==> config.mk <==
export PLATFORM = sky130hd
export DESIGN_NAME = pse_ctrl
export DESIGN_NICKNAME = d
export VERILOG_FILES = /design/src/pse_pkg.sv /design/src/pse_ctrl.sv
export SDC_FILE = /design/constraint.sdc
export NUM_CORES = 1
export LEC_CHECK = 0
export ABC_AREA = 0
export BUFFER_PORTS_ARGS = -buffer_cell sky130_fd_sc_hd__buf_4
export CELL_PAD_IN_SITES_DETAIL_PLACEMENT = 1
export CELL_PAD_IN_SITES_GLOBAL_PLACEMENT = 1
export CORE_MARGIN = 2
export CORE_UTILIZATION = 35
export DETAILED_ROUTE_END_ITERATION = 8
export GPL_ROUTABILITY_DRIVEN = 0
export PLACE_DENSITY_LB_ADDON = 0.2
export SETUP_SLACK_MARGIN = 0.15
export SLEW_MARGIN = 20
export SYNTH_ARGS = -nofsm -noshare
export SYNTH_HDL_FRONTEND = slang
export SYNTH_SLANG_ARGS = --single-unit
==> constraint.sdc <==
create_clock -name clk -period 2.15 [get_ports clk]
set_input_delay 0.43 -clock clk [delete_from_list [all_inputs] [get_ports clk]]
set_output_delay 0.43 -clock clk [all_outputs]
set_load 0.03 [all_outputs]
==> src/pse_pkg.sv <==
// shared types, codes and saturation helper for the postfix stack evaluator
`timescale 1ns / 1ps
`default_nettype none

package pse_pkg;

  // token codes
  localparam logic [2:0] FN_PUSH = 3'd0;
  localparam logic [2:0] FN_ADD  = 3'd1;
  localparam logic [2:0] FN_SUB  = 3'd2;
  localparam logic [2:0] FN_MUL  = 3'd3;
  localparam logic [2:0] FN_DIV  = 3'd4;

  // status codes
  localparam logic [1:0] ST_OK      = 2'd0;
  localparam logic [1:0] ST_UNDER   = 2'd1;
  localparam logic [1:0] ST_FULL    = 2'd2;
  localparam logic [1:0] ST_DIVZERO = 2'd3;

  // divider: one quotient bit per step over a 48-bit scaled dividend
  localparam int          DIV_STEPS = 48;
  localparam int          DIV_CW    = 6;
  localparam logic [5:0]  DIV_LAST  = 6'(DIV_STEPS - 1);

  typedef struct packed {
    logic [2:0]         func;
    logic signed [31:0] operand_value;
  } pse_in_t;

  typedef struct packed {
    logic [1:0]         status;
    logic signed [31:0] top_value;
    logic [7:0]         stack_depth;
  } pse_out_t;

  // controller to datapath
  typedef struct packed {
    logic load;
    logic push;
    logic capture;
    logic mul_fin;
    logic div_step;
    logic div_fin;
    logic write_res;
  } pse_cmd_t;

  // datapath to controller
  typedef struct packed {
    logic [2:0] func;
    logic       full;
    logic       lt2;
    logic       right_zero;
    logic       div_done;
  } pse_stat_t;

  // clamp a wide signed value to the q16.16 range
  function automatic logic signed [31:0] sat_q16(input logic signed [48:0] v);
    logic signed [31:0] r;
    if (v > 49'sh0_0000_7FFF_FFFF) begin
      r = 32'sh7FFF_FFFF;
    end else if (v < -49'sh0_0000_8000_0000) begin
      r = 32'sh8000_0000;
    end else begin
      r = v[31:0];
    end
    return r;
  endfunction

endpackage

`default_nettype wire

==> src/pse_ctrl.sv <==
// controller state machine: sequences one token through the datapath
`timescale 1ns / 1ps
`default_nettype none

module pse_ctrl
  import pse_pkg::*;
(
  input  wire logic      clk,
  input  wire logic      rst_n,
  input  wire logic      in_valid,
  output logic           in_stall,
  output logic           out_valid,
  input  wire logic      out_stall,
  input  wire pse_stat_t dp_st,
  output pse_cmd_t       cmd,
  output logic [1:0]     status
);

  typedef enum logic [7:0] {
    S_IDLE  = 8'b0000_0001,
    S_DISP  = 8'b0000_0010,
    S_READ  = 8'b0000_0100,
    S_MULF  = 8'b0000_1000,
    S_DIV   = 8'b0001_0000,
    S_DIVF  = 8'b0010_0000,
    S_WRITE = 8'b0100_0000,
    S_RESP  = 8'b1000_0000
  } state_t;

  state_t     state_r, state_nxt;
  logic [1:0] status_r, status_nxt;
  logic       is_op;

  assign is_op = dp_st.func inside {FN_ADD, FN_SUB, FN_MUL, FN_DIV};

  // next state and commands
  always_comb begin
    state_nxt  = state_r;
    status_nxt = status_r;
    cmd        = '0;
    case (state_r)
      S_IDLE: begin
        if (in_valid) begin
          cmd.load  = 1'b1;
          state_nxt = S_DISP;
        end
      end
      S_DISP: begin
        status_nxt = ST_OK;
        state_nxt  = S_RESP;
        if (dp_st.func == FN_PUSH) begin
          if (dp_st.full) begin
            status_nxt = ST_FULL;
          end else begin
            cmd.push = 1'b1;
          end
        end else if (is_op) begin
          if (dp_st.lt2) begin
            status_nxt = ST_UNDER;
          end else if (dp_st.func == FN_DIV && dp_st.right_zero) begin
            status_nxt = ST_DIVZERO;
          end else begin
            state_nxt = S_READ;
          end
        end
      end
      S_READ: begin
        cmd.capture = 1'b1;
        if (dp_st.func == FN_MUL) begin
          state_nxt = S_MULF;
        end else if (dp_st.func == FN_DIV) begin
          state_nxt = S_DIV;
        end else begin
          state_nxt = S_WRITE;
        end
      end
      S_MULF: begin
        cmd.mul_fin = 1'b1;
        state_nxt   = S_WRITE;
      end
      S_DIV: begin
        cmd.div_step = 1'b1;
        if (dp_st.div_done) begin
          state_nxt = S_DIVF;
        end
      end
      S_DIVF: begin
        cmd.div_fin = 1'b1;
        state_nxt   = S_WRITE;
      end
      S_WRITE: begin
        cmd.write_res = 1'b1;
        state_nxt     = S_RESP;
      end
      S_RESP: begin
        if (!out_stall) begin
          state_nxt = S_IDLE;
        end
      end
      default: begin
        state_nxt = S_IDLE;
      end
    endcase
  end

  // state and status registers
  always_ff @(posedge clk) begin
    if (!rst_n) begin
      state_r  <= S_IDLE;
      status_r <= ST_OK;
    end else begin
      state_r  <= state_nxt;
      status_r <= status_nxt;
    end
  end

  assign in_stall  = (state_r != S_IDLE);
  assign out_valid = (state_r == S_RESP);
  assign status    = status_r;

`ifndef SYNTHESIS
  a_one_item: assert property (@(posedge clk) disable iff (!rst_n)
    out_valid |-> in_stall)
    else $error("new item taken while a result is pending");
  a_div_exit: assert property (@(posedge clk) disable iff (!rst_n)
    (state_r == S_DIV && dp_st.div_done) |=> (state_r == S_DIVF))
    else $error("divider did not finish after its last step");
  a_write_resp: assert property (@(posedge clk) disable iff (!rst_n)
    cmd.write_res |=> out_valid)
    else $error("operator result not presented after write");
`endif

endmodule

`default_nettype wire

After elaboration in Yosys (flattened, before gate mapping)
Index checks and enable logic that the tools add are counted.

cells by class
  reductions and logical operators = 5
  equality and inequality tests = 16
  multiplexer cells = 25

operator list
  kind                                                                      count
  8-bit 2-to-1 mux                                                          8
  8-bit one-hot mux with 7 select lines                                     1
  1-bit 2-to-1 mux                                                          10
  2-bit 2-to-1 mux                                                          5
  8-bit by 1-bit equality test with 1-bit output (second input constant)    1
  8-bit by 2-bit equality test with 1-bit output (second input constant)    1
  8-bit by 3-bit equality test with 1-bit output (second input constant)    1
  8-bit by 4-bit equality test with 1-bit output (second input constant)    1
  8-bit by 5-bit equality test with 1-bit output (second input constant)    1
  8-bit by 6-bit equality test with 1-bit output (second input constant)    1
  8-bit by 7-bit equality test with 1-bit output (second input constant)    1
  8-bit equality test (second input constant)                               1
  8-bit by 1-bit inequality test with 1-bit output (second input constant)  1
  7-bit 2-to-1 mux                                                          1
  3-bit by 2-bit equality test with 1-bit output (second input constant)    2
  2-bit inequality test (second input constant)                             3
  4-bit nonzero test                                                        1
  3-bit by 1-bit equality test with 1-bit output (second input constant)    1
  3-bit equality test (second input constant)                               1
  3-bit zero test                                                           1
  3-bit AND reduction                                                       1
  2-bit OR reduction                                                        1
  1-bit logical AND                                                         1

storage, ports and cells
  bits in registers = 10
  output and inout port bits = 11

Depth between registers and ports, before layout
Gate-level depths: netlist of run 1.

  depth in word-level cells = 7
  depth in mapped cells = 6
  gate-level depth less buffers = 5

Least setup slack after synthesis of run 1
OpenSTA, ideal clock, no wires.

  path kind = register to output
  start point = reg state_r[4]
  end point = out cmd[5] (netlist bit)
  stages on the path, launching flop included = 4
  arrival = 1972 ps
  slack = -252 ps
  path through = dfxtp_1 nor4_4 nand4b_1 nor4b_1

RTL lines
  what                    line             text
  start, declared         pse_ctrl.sv:30   state_t state_r, state_nxt;
  start signal, assigned  pse_ctrl.sv:112  state_r <= state_nxt;
  end, declared           pse_ctrl.sv:15   output pse_cmd_t cmd,

==> key figures, run 1 <==
Outcome
  – Status: complete, no violations

Clocking
  – Sink Count: 10
  – Worst skew pair latency: 0.28 ns
  – Max H-tree Level: 1
  – TritonCTS clock tree: done
  – Clk buf depth: 2
  – Clk pin slew, worst setup/hold paths: about 0.070 ns
  – Total CTS buffers: 3
  – CTS hold repair buffers: 0
  – Clk root buf: clkbuf_4

Synthesis
  – Register area share after synthesis: 34.48%
  – Cell Area, Synth: between 500 and 600 um2
  – Syn nets: 79
  – Post-Synthesis Cells: 68
  – Post-synth EDFFs: 0
  – XOR/XNOR Fraction of Synth Area: 0%
  – Mapped Avg Cell Area: roughly 8.5 um2
  – Async set-reset flop share out of synthesis: 0%
  – Yosys warns: 0
  – Post-synthesis compound-gate area fraction: 14.44%
  – Largest family of logic cells by synthesized area: simple AND/OR/NAND/NOR gates
  – Mux contribution to synthesized area: 0%
  – Number of synthesized register bits: 10
  – Simple-gate share of the synthesized area: 48.49%
  – Synth cell types: 30
  – Synth Area in Adders: 0%
  – Most used DFF post-synth: dfxtp_1

Setup path
  – CP cell instances: nor4_4, nand4b_1, nor4b_2, buf_4
  – Crit path launch type: register
  – WP data arrival: approximately 1.6 ns
  – Critical path class: register to output port
  – Worst reg-to-reg path cell count: 7
  – CP max FO: 4
  – Worst path max stage delay: ~0.35 ns
  – Critical path's slowest cell: dfxtp_2
  – Setup slack, reg-to-reg: ~0.40 ns
  – CP required: between 1.5 and 2 ns
  – Crit path capture type: output port

Detailed routing
  – WL per Instance: 14.56 um
  – Drt first pass iters: 2
  – Drc violations: 0
  – Post-Route WL: approximately 1.7 mm
  – Vias per cell: 5.470
  – Initial DRC Count: 9
  – Routed vias: 640
  – Detail Route Antenna Nets: 0

Min path
  – Worst min path class: input port to register
  – Cells on Worst Hold Path: 2

Final layout
  – Most common cell after layout, fill and taps aside: buf_4
  – Layout Utilization: approximately 58%
  – # diodes: 0
  – # nets final: around 110
  – Layout cell share with drive strength beyond 1: between 40% and 50%
  – P&R area growth vs syn: 51.94%
  – Leading cell types in the layout, fill and taps excluded: 27 x buf_4, 10 x nor2_1, 8 x dfxtp_1

Power
  – Leak: 0.0003987 uW
  – Maximum vdd ir drop: approximately 350 uV
  – Power per cell area: around 650 nW/um2

STA
  – Least-Margin Pin Slew: just over 0.4 ns
  – Setup TNS: 0 ns
  – Unrepaired setup endpoints after global routing: yes
  – Fmax: slightly below 500 MHz
  – Final setup violating endpoints: 0
  – Hold Fails Final Rpt: 0
  – Final period util: a little over nine tenths
  – Tmin final: ~2.1 ns
  – Clk_skew: roughly 0.0016 ns
  – Max Slew Vio Count: 0
  – Slew margin rel.: between 70% and 80%

Floorplanning
  – Cell Rows: 14
  – Height of the die: about 45 um
  – Die Footprint: ~2000 um2
  – Core Box Area: between 1500 and 2000 um2
  – I/O pin count: 22
  – Starting density of the core: between 30% and 40%
  – Die W: approximately 45 um

Place
  – Port Buffers: 21
  – Post-DP HPWL: around 1.3 mm

Global route
  – Initial antenna violation count: 0
  – Largest net degree at the start of global routing: 11
  – First-pass GRT wire length: between 2 and 3 mm
  – Grt ovf: 0
  – Total track usage: 18.68%
  – Vias in the first global route: 614

Job
  – # Max-Cap Violations: 0
## worst max-delay path, delay by kind of cell (launching register included)
| kind | cells | cell delay [ns] |
|---|---|---|
| DFF | 1 | 0.35 |
| and+or+nand+nor | 3 | 0.82 |
| buffers and inverters | 1 | 0.20 |
## area by class of cell
class,instances,area [um2]
clock buffer,4,36.28
fill,192,641.9
inverter,3,11.26
multi-input combinational,54,375.4
sequential,10,202.7
tap,16,20.02
timing repair buffer,30,236.5
## Yosys cell counts (2+ instances only)
cell type | number | share of area, %
inv_1 | 3 | 1.9
nor2b_1 | 3 | 3.2
a21oi_1 | 4 | 3.4
dfxtp_1 | 10 | 34
nand4b_1 | 3 | 4.5
and3_1 | 2 | 2.2
nand2_1 | 5 | 3.2
and4b_2 | 2 | 3.9
o21ai_1 | 2 | 1.7
nand3b_1 | 2 | 2.6
o21ai_0 | 2 | 1.7
nor2_1 | 11 | 7.1
nor4_4 | 2 | 7.3
## logic make-up after synthesis
| group | Yosys count |
|---|---|
| AOI/OAI and AO/OA | 14 |
| buffers and inverters | 4 |
| DFF | 10 |
| and+or+nand+nor | 40 |
## where the power goes
group          leakage, uW  switching [uW]  internal [uW]
registers        0.0000821            14.5            196
logic             0.000296            91.1           91.9
clock network    0.0000210            73.4            103
## sequential cells by signal, summed over array words and instances (netlist names)
name,flops
state_r,8
status,2
## final timing paths
check                                        startpoint                      end
worst max-delay path            state_r[5]$_SDFFE_PN0P_                   cmd[5]
worst min-delay path                              rst_n  state_r[0]$_SDFFE_PN1P_
worst max register to register  state_r[5]$_SDFFE_PN0P_  state_r[0]$_SDFFE_PN1P_
worst min register to register   status[0]$_SDFFE_PN0P_   status[0]$_SDFFE_PN0P_
## through the flow
stage	cells	total power [uW]	setup slack, ns	area (um2)	hold WS, ns
floorplan	68	310.2	0.1446	589.3	0.5241
global placement	105	362.8	0.3828	770.7	0.4974
detailed placement	105	367.2	0.3463	770.7	0.5343
CTS	114	559.9	0.06787	848.3	0.3875
global route	117	594.8	0.02859	882.1	0.3972
finish	117	570.1	0.07651	882.1	0.3954
## routing by layer
| layer | part of all wire, % | GRT usage [%] |
|---|---|---|
| met1 | 39 | 19.55 |
| met2 | 56 | 35.94 |
| met3 | 3.3 | 2.400 |
| met4 | 1.5 | 9.091 |
| met5 | 0 | 0 |
## timing repair
action                                  in CTS  in global routing
gates resized for setup                      3                  3
setup buffers                                5                  3
pin swaps                                    4                  6
endpoints found under the setup margin       4                  5
Power figures use the tool's default switching activity.
==> inputs of run 2 (changes only) <==
--- a/config.mk
+++ b/config.mk
@@ -13,7 +13,7 @@
 export CORE_UTILIZATION = 35
 export DETAILED_ROUTE_END_ITERATION = 8
 export GPL_ROUTABILITY_DRIVEN = 0
-export PLACE_DENSITY_LB_ADDON = 0.2
+export PLACE_DENSITY = 0.79
 export SETUP_SLACK_MARGIN = 0.15
 export SLEW_MARGIN = 20
 export SYNTH_ARGS = -nofsm -noshare
==> run 2 against run 1 <==
Combinational power decreased by 3%. Die area unchanged. Maximum frequency up 4.2%. First-iteration DRC count is 78% lower. Non-clock buffer count down 5. Routed wire length decreased by 9.0%. Clock power fell by 29%. Flip-flop and latch count did not move. Critical path depth stayed put. Largest power group unchanged. Highest routed layer unchanged.
==> key figures, run 2 (synthesis results as in run 1) <==
Setup path
  – CP max FO: 4
  – Crit path buf inv count: 1
  – CP required: between 1.5 and 2 ns
  – Crit path capture type: output port
  – CP cell instances: nor4_4, nand4b_1, nor4b_2, buf_4
  – Critical path depth: 4
  – Worst reg-to-reg path cell count: 6
  – WP data arrival: 1.56 ns
  – Worst path max stage delay: approximately 0.34 ns
  – Critical path class: register to output port
  – Crit path launch type: register
  – Critical path's slowest cell: dfxtp_2
  – Top Family by Delay on Critical Path: simple AND/OR/NAND/NOR gates

Detailed routing
  – Routed vias: about 600
  – WL per Instance: 13.97 um
  – Vias per cell: around 5.4
  – Post-Route WL: 1.551 mm
  – Drc violations: 0
  – Initial DRC Count: 2
  – Detail Route Antenna Nets: 0
  – Drt first pass iters: 4

STA
  – Hold Fails Final Rpt: 0
  – PnR worst setup slack: between 0.15 and 0.2 ns
  – Final setup violating endpoints: 0
  – Unrepaired setup endpoints after global routing: yes
  – Final period util: between 90 and 100%
  – Tightest hold margin: approximately 0.42 ns
  – Setup TNS: 0 ns
  – Max Slew Vio Count: 0
  – Fmax: ~500 MHz
  – Clk_skew: slightly below 0.0004 ns
  – Least-Margin Pin Slew: 0.4215 ns
  – Slew margin rel.: a little under three quarters
  – Tmin final: a little under 2 ns

Floorplanning
  – Core Box Area: between 1500 and 2000 um2
  – Starting density of the core: a little under two fifths
  – I/O pin count: 22
  – Die Footprint: ~2000 um2
  – Die W: between 40 and 50 um
  – Height of the die: around 45 um
  – Cell Rows: 14

Global route
  – Total track usage: between 10% and 20%
  – Largest net degree at the start of global routing: 11
  – Initial antenna violation count: 0
  – First-pass GRT wire length: roughly 2.5 mm
  – Grt ovf: 0
  – Vias in the first global route: just under 600

Power
  – Power per cell area: 625.9 nW/um2
  – Leak: 0.0003655 uW
  – Maximum vdd ir drop: between 200 and 250 uV

Final layout
  – # diodes: 0
  – Layout cell share with drive strength beyond 1: about two fifths
  – Leading cell types in the layout, fill and taps excluded: 24 x buf_4, 10 x nor2_1, 9 x dfxtp_1
  – Most common cell after layout, fill and taps aside: buf_4
  – Fill cell count: roughly 190
  – Non-Filler Instances: around 110
  – # nets final: about 110
  – Max reg flops: 8
  – FF+latch area: between 200 and 250 um2
  – Multi-input logic area: 374.1 um2
  – P&R area growth vs syn: 41.38%
  – Reg with most FFs: state_r

Place
  – Post-DP HPWL: approximately 1.2 mm
  – Port Buffers: 21
  – Cells after DPL: around 110
  – Pre-CTS WS: roughly 0.34 ns

Clocking
  – Total CTS buffers: 3
  – Clk root buf: clkbuf_4
  – Clk buf depth: 2
  – Max H-tree Level: 1
  – TritonCTS clock tree: done
  – Worst skew pair latency: roughly 0.26 ns
  – Sink Count: 10
  – Clk pin slew, worst setup/hold paths: 0.06 ns

Outcome
  – Status: complete, no violations

Min path
  – Worst min path class: input port to register
  – Cells on Worst Hold Path: 2

Job
  – # Max-Cap Violations: 0
[run 2: path summary, 6_finish.rpt]
| kind | start | end | slack (ns) |
|---|---|---|---|
| setup reg to reg | state_r[0]$_SDFFE_PN1P_ | state_r[2]$_SDFFE_PN0P_ | 0.43 |
| setup / recovery | state_r[4]$_SDFFE_PN0P_ | cmd[5] | 0.16 |
| hold / removal | rst_n | state_r[0]$_SDFFE_PN1P_ | 0.42 |
| hold reg to reg | status[0]$_SDFFE_PN0P_ | status[0]$_SDFFE_PN0P_ | 0.52 |
[run 2: repair_timing]
action,4_1_cts,5_1_grt
resized for setup,0,2
hold buffers,0,0
buffers inserted,1,2
hold endpoints to repair,0,0
pin swaps,1,2
setup endpoints to repair,2,4
[run 2: area by class of cell]
| cell class | instances | share of cell area [%] |
|---|---|---|
| multi-input combinational | 54 | 45.58 |
| inverter | 3 | 1.372 |
| timing repair buffer | 25 | 23.32 |
| sequential | 10 | 24.54 |
| tap | 16 | 2.439 |
| clock buffer | 3 | 2.744 |
[run 2: per-layer routing]
metal	global-route usage [%]	routed length (um)
met2	31.59	780
met4	10.91	19
met3	1.200	60
met5	0	0
met1	19.31	691
[run 2: stage by stage]
step,util (%),power [uW],cell area (um2)
floorplan,-,310.2,589.3
global placement,50.57,364.9,770.7
detailed placement,50.57,367.9,770.7
CTS,52.55,493.5,800.8
global route,53.86,545.0,820.8
finish,53.86,513.7,820.8
[run 2: where the power goes]
part / total, uW / switching [uW] / internal, uW
registers: 210 / 14.4 / 196
clock network: 126 / 61.1 / 64.5
logic: 178 / 88.8 / 89.0
[run 2: worst reg2reg max path, cell delays in order, from the launching register on]
cell and delay [ns]:
dfxtp_1 0.35, nor4_4 0.38, nand4b_1 0.21, buf_4 0.20, o21ai_1 0.20, or2_1 0.21, nor3b_1 0.07
==> inputs of run 3 (changes only) <==
--- a/config.mk
+++ b/config.mk
@@ -6,14 +6,14 @@
 export NUM_CORES = 1
 export LEC_CHECK = 0
 export ABC_AREA = 0
-export BUFFER_PORTS_ARGS = -buffer_cell sky130_fd_sc_hd__buf_4
 export CELL_PAD_IN_SITES_DETAIL_PLACEMENT = 1
 export CELL_PAD_IN_SITES_GLOBAL_PLACEMENT = 1
 export CORE_MARGIN = 2
-export CORE_UTILIZATION = 35
+export CORE_UTILIZATION = 44
 export DETAILED_ROUTE_END_ITERATION = 8
+export DONT_BUFFER_PORTS = 1
 export GPL_ROUTABILITY_DRIVEN = 0
-export PLACE_DENSITY = 0.79
+export PLACE_DENSITY = 0.77
 export SETUP_SLACK_MARGIN = 0.15
 export SLEW_MARGIN = 20
 export SYNTH_ARGS = -nofsm -noshare
==> run 3 against run 2 <==
Critical path depth is the same. Utilization shrank 0.60 points. Hold slack lost 0.16 ns. Critical path type unchanged. Register-to-register slack gained 0.06 ns. Largest power group unchanged. Setup slack lost 0.0040 ns. Total power shrank 7.2%. Sequential power is essentially flat. Count of clock-buffer cells in the layout is the same. First-iteration DRC count grew 50%.
==> key figures, run 3 (synthesis results as in run 1) <==
Power
  – Combinational cell fraction of total power: between 30% and 40%
  – Clock power frac: 25.3%
  – Sw frac: 30.53%
  – Internal power: 331.3 uW
  – Sequential share of power: between 40% and 50%
  – Net Switching: 145.6 uW
  – Maximum vdd ir drop: 310.7 uV
  – Leak: ~0.00027 uW
  – Power per cell area: slightly above 700 nW/um2
  – Design Power: ~480 uW

Setup path
  – CP cell instances: nor4_4, nand4b_1, nor4b_2, buf_4
  – CP max FO: 4
  – Worst path max stage delay: between 0.3 and 0.4 ns
  – CP required: between 1.5 and 2 ns
  – Crit path launch type: register
  – Critical path's slowest cell: dfxtp_1
  – WP data arrival: 1.56 ns
  – Crit path capture type: output port
  – Critical path class: register to output port

Final layout
  – Reg with most FFs: state_r
  – Max reg flops: 8
  – P&R area growth vs syn: 16.38%
  – Leading cell types in the layout, fill and taps excluded: 10 x nor2_1, 10 x dfxtp_1, 5 x nand2_1, 5 x buf_4, 4 x a21oi_1
  – Non-Filler Instances: slightly above 90
  – Cell area after layout: between 600 and 700 um2
  – Layout Utilization: 53.25%
  – Layout cell share with drive strength beyond 1: about 25%
  – # diodes: 0
  – Multi-input logic area: about 370 um2
  – Fill cell count: 161
  – # nets final: 89
  – FF+latch area: between 200 and 250 um2

Place
  – Post-DP HPWL: approximately 1.1 mm
  – Port Buffers: 0
  – Area after DPL: between 600 and 700 um2
  – Cells after DPL: 86

Clocking
  – Clk buf depth: 2
  – Total CTS buffers: 3
  – Clk root buf: clkbuf_4
  – Sink Count: 10
  – CTS hold repair buffers: 0
  – Worst skew pair latency: ~0.25 ns
  – TritonCTS clock tree: done
  – Max H-tree Level: 1
  – Clk pin slew, worst setup/hold paths: about 0.060 ns

Global route
  – Initial antenna violation count: 0
  – First-pass GRT wire length: 1.994 mm
  – Vias in the first global route: between 400 and 500
  – Total track usage: between 10% and 20%
  – Largest net degree at the start of global routing: 11
  – Grt ovf: 0

STA
  – Hold Fails Final Rpt: 0
  – Final setup violating endpoints: 0
  – Least-Margin Pin Slew: about 0.44 ns
  – Fmax: about 500 MHz
  – Slew margin rel.: a little over two thirds
  – Setup TNS: 0 ns
  – Final period util: 92.74%
  – Unrepaired setup endpoints after global routing: yes
  – Max Slew Vio Count: 0
  – Clk_skew: 0.005563 ns
  – Tmin final: about 2 ns

Floorplanning
  – Core Box Area: roughly 1300 um2
  – Cell Rows: 13
  – Die Footprint: between 1500 and 2000 um2
  – Die W: a little over 40 um
  – Height of the die: between 40 and 50 um
  – I/O pin count: 22
  – Starting density of the core: between 40 and 50%

Detailed routing
  – WL per Instance: 14.59 um
  – Drt first pass iters: 2
  – Vias per cell: about 5.9
  – Routed vias: about 530
  – Detail Route Antenna Nets: 0
  – Post-Route WL: 1.328 mm
  – Drc violations: 0
  – Initial DRC Count: 3

Outcome
  – Status: complete, no violations

Job
  – # Max-Cap Violations: 0

Min path
  – Worst min path class: input port to register
run 3: per-layer routing:
layer | share of wire [%] | wire length, um | GRT usage, % | vias up
met1 | 42 | 563 | 20.27 | 250
li1 | - | - | - | 266
met5 | 0 | 0 | 0 | -
met2 | 51 | 679 | 34.13 | 18
met4 | 0 | 0 | 0 | 0
met3 | 6.5 | 86 | 7.222 | 0
run 3: cell type report:
cell class              instances  share of cell area [%]
clock buffers                   3                   3.333
inverters                       3                   1.667
multi-input cells              54                   55.37
flip-flops and latches         10                   29.63
well taps                      15                   2.778
repair buffers                  6                   7.222
run 3: final timing paths:
| check | startpoint | endpoint | slack, ns | cells after the start |
|---|---|---|---|---|
| max | state_r[7]$_SDFFE_PN0P_ | cmd[5] | 0.16 | 4 |
| min | rst_n | state_r[0]$_SDFFE_PN1P_ | 0.26 | 1 |
| max reg2reg | state_r[0]$_SDFFE_PN1P_ | state_r[0]$_SDFFE_PN1P_ | 0.49 | 5 |
| min reg2reg | status[0]$_SDFFE_PN0P_ | status[0]$_SDFFE_PN0P_ | 0.68 | 2 |
run 3: what timing repair did:
item / 4_1_cts / 5_1_grt
resized for setup: 1 / 1
hold endpoints to repair: 0 / 0
setup buffers: 0 / 2
endpoints found under the setup margin: 3 / 4
pin swaps: 1 / 1
run 3: critical path: cells and delay by family, from the launching register on:
| family | cells | cell delay (ns) |
|---|---|---|
| and+or+nand+nor | 3 | 0.77 |
| DFF | 1 | 0.34 |
| buffers and inverters | 1 | 0.20 |
run 3: power by group through the flow:
| stage | combinational (uW) | clock (uW) | sequential (uW) |
|---|---|---|---|
| floorplan | 96.8 | 0 | 213 |
| global placement | 126 | 0 | 216 |
| detailed placement | 126 | 0 | 216 |
| CTS | 128 | 123 | 212 |
| global route | 156 | 132 | 213 |
| finish | 145 | 120 | 212 |
run 3: stage by stage:
step	hold WS, ns	worst slack (ns)
finish	0.2617	0.1560
global route	0.2562	0.05557
CTS	0.2607	0.1362
detailed placement	0.5321	0.4215
global placement	0.5314	0.4261
floorplan	0.5241	0.1446
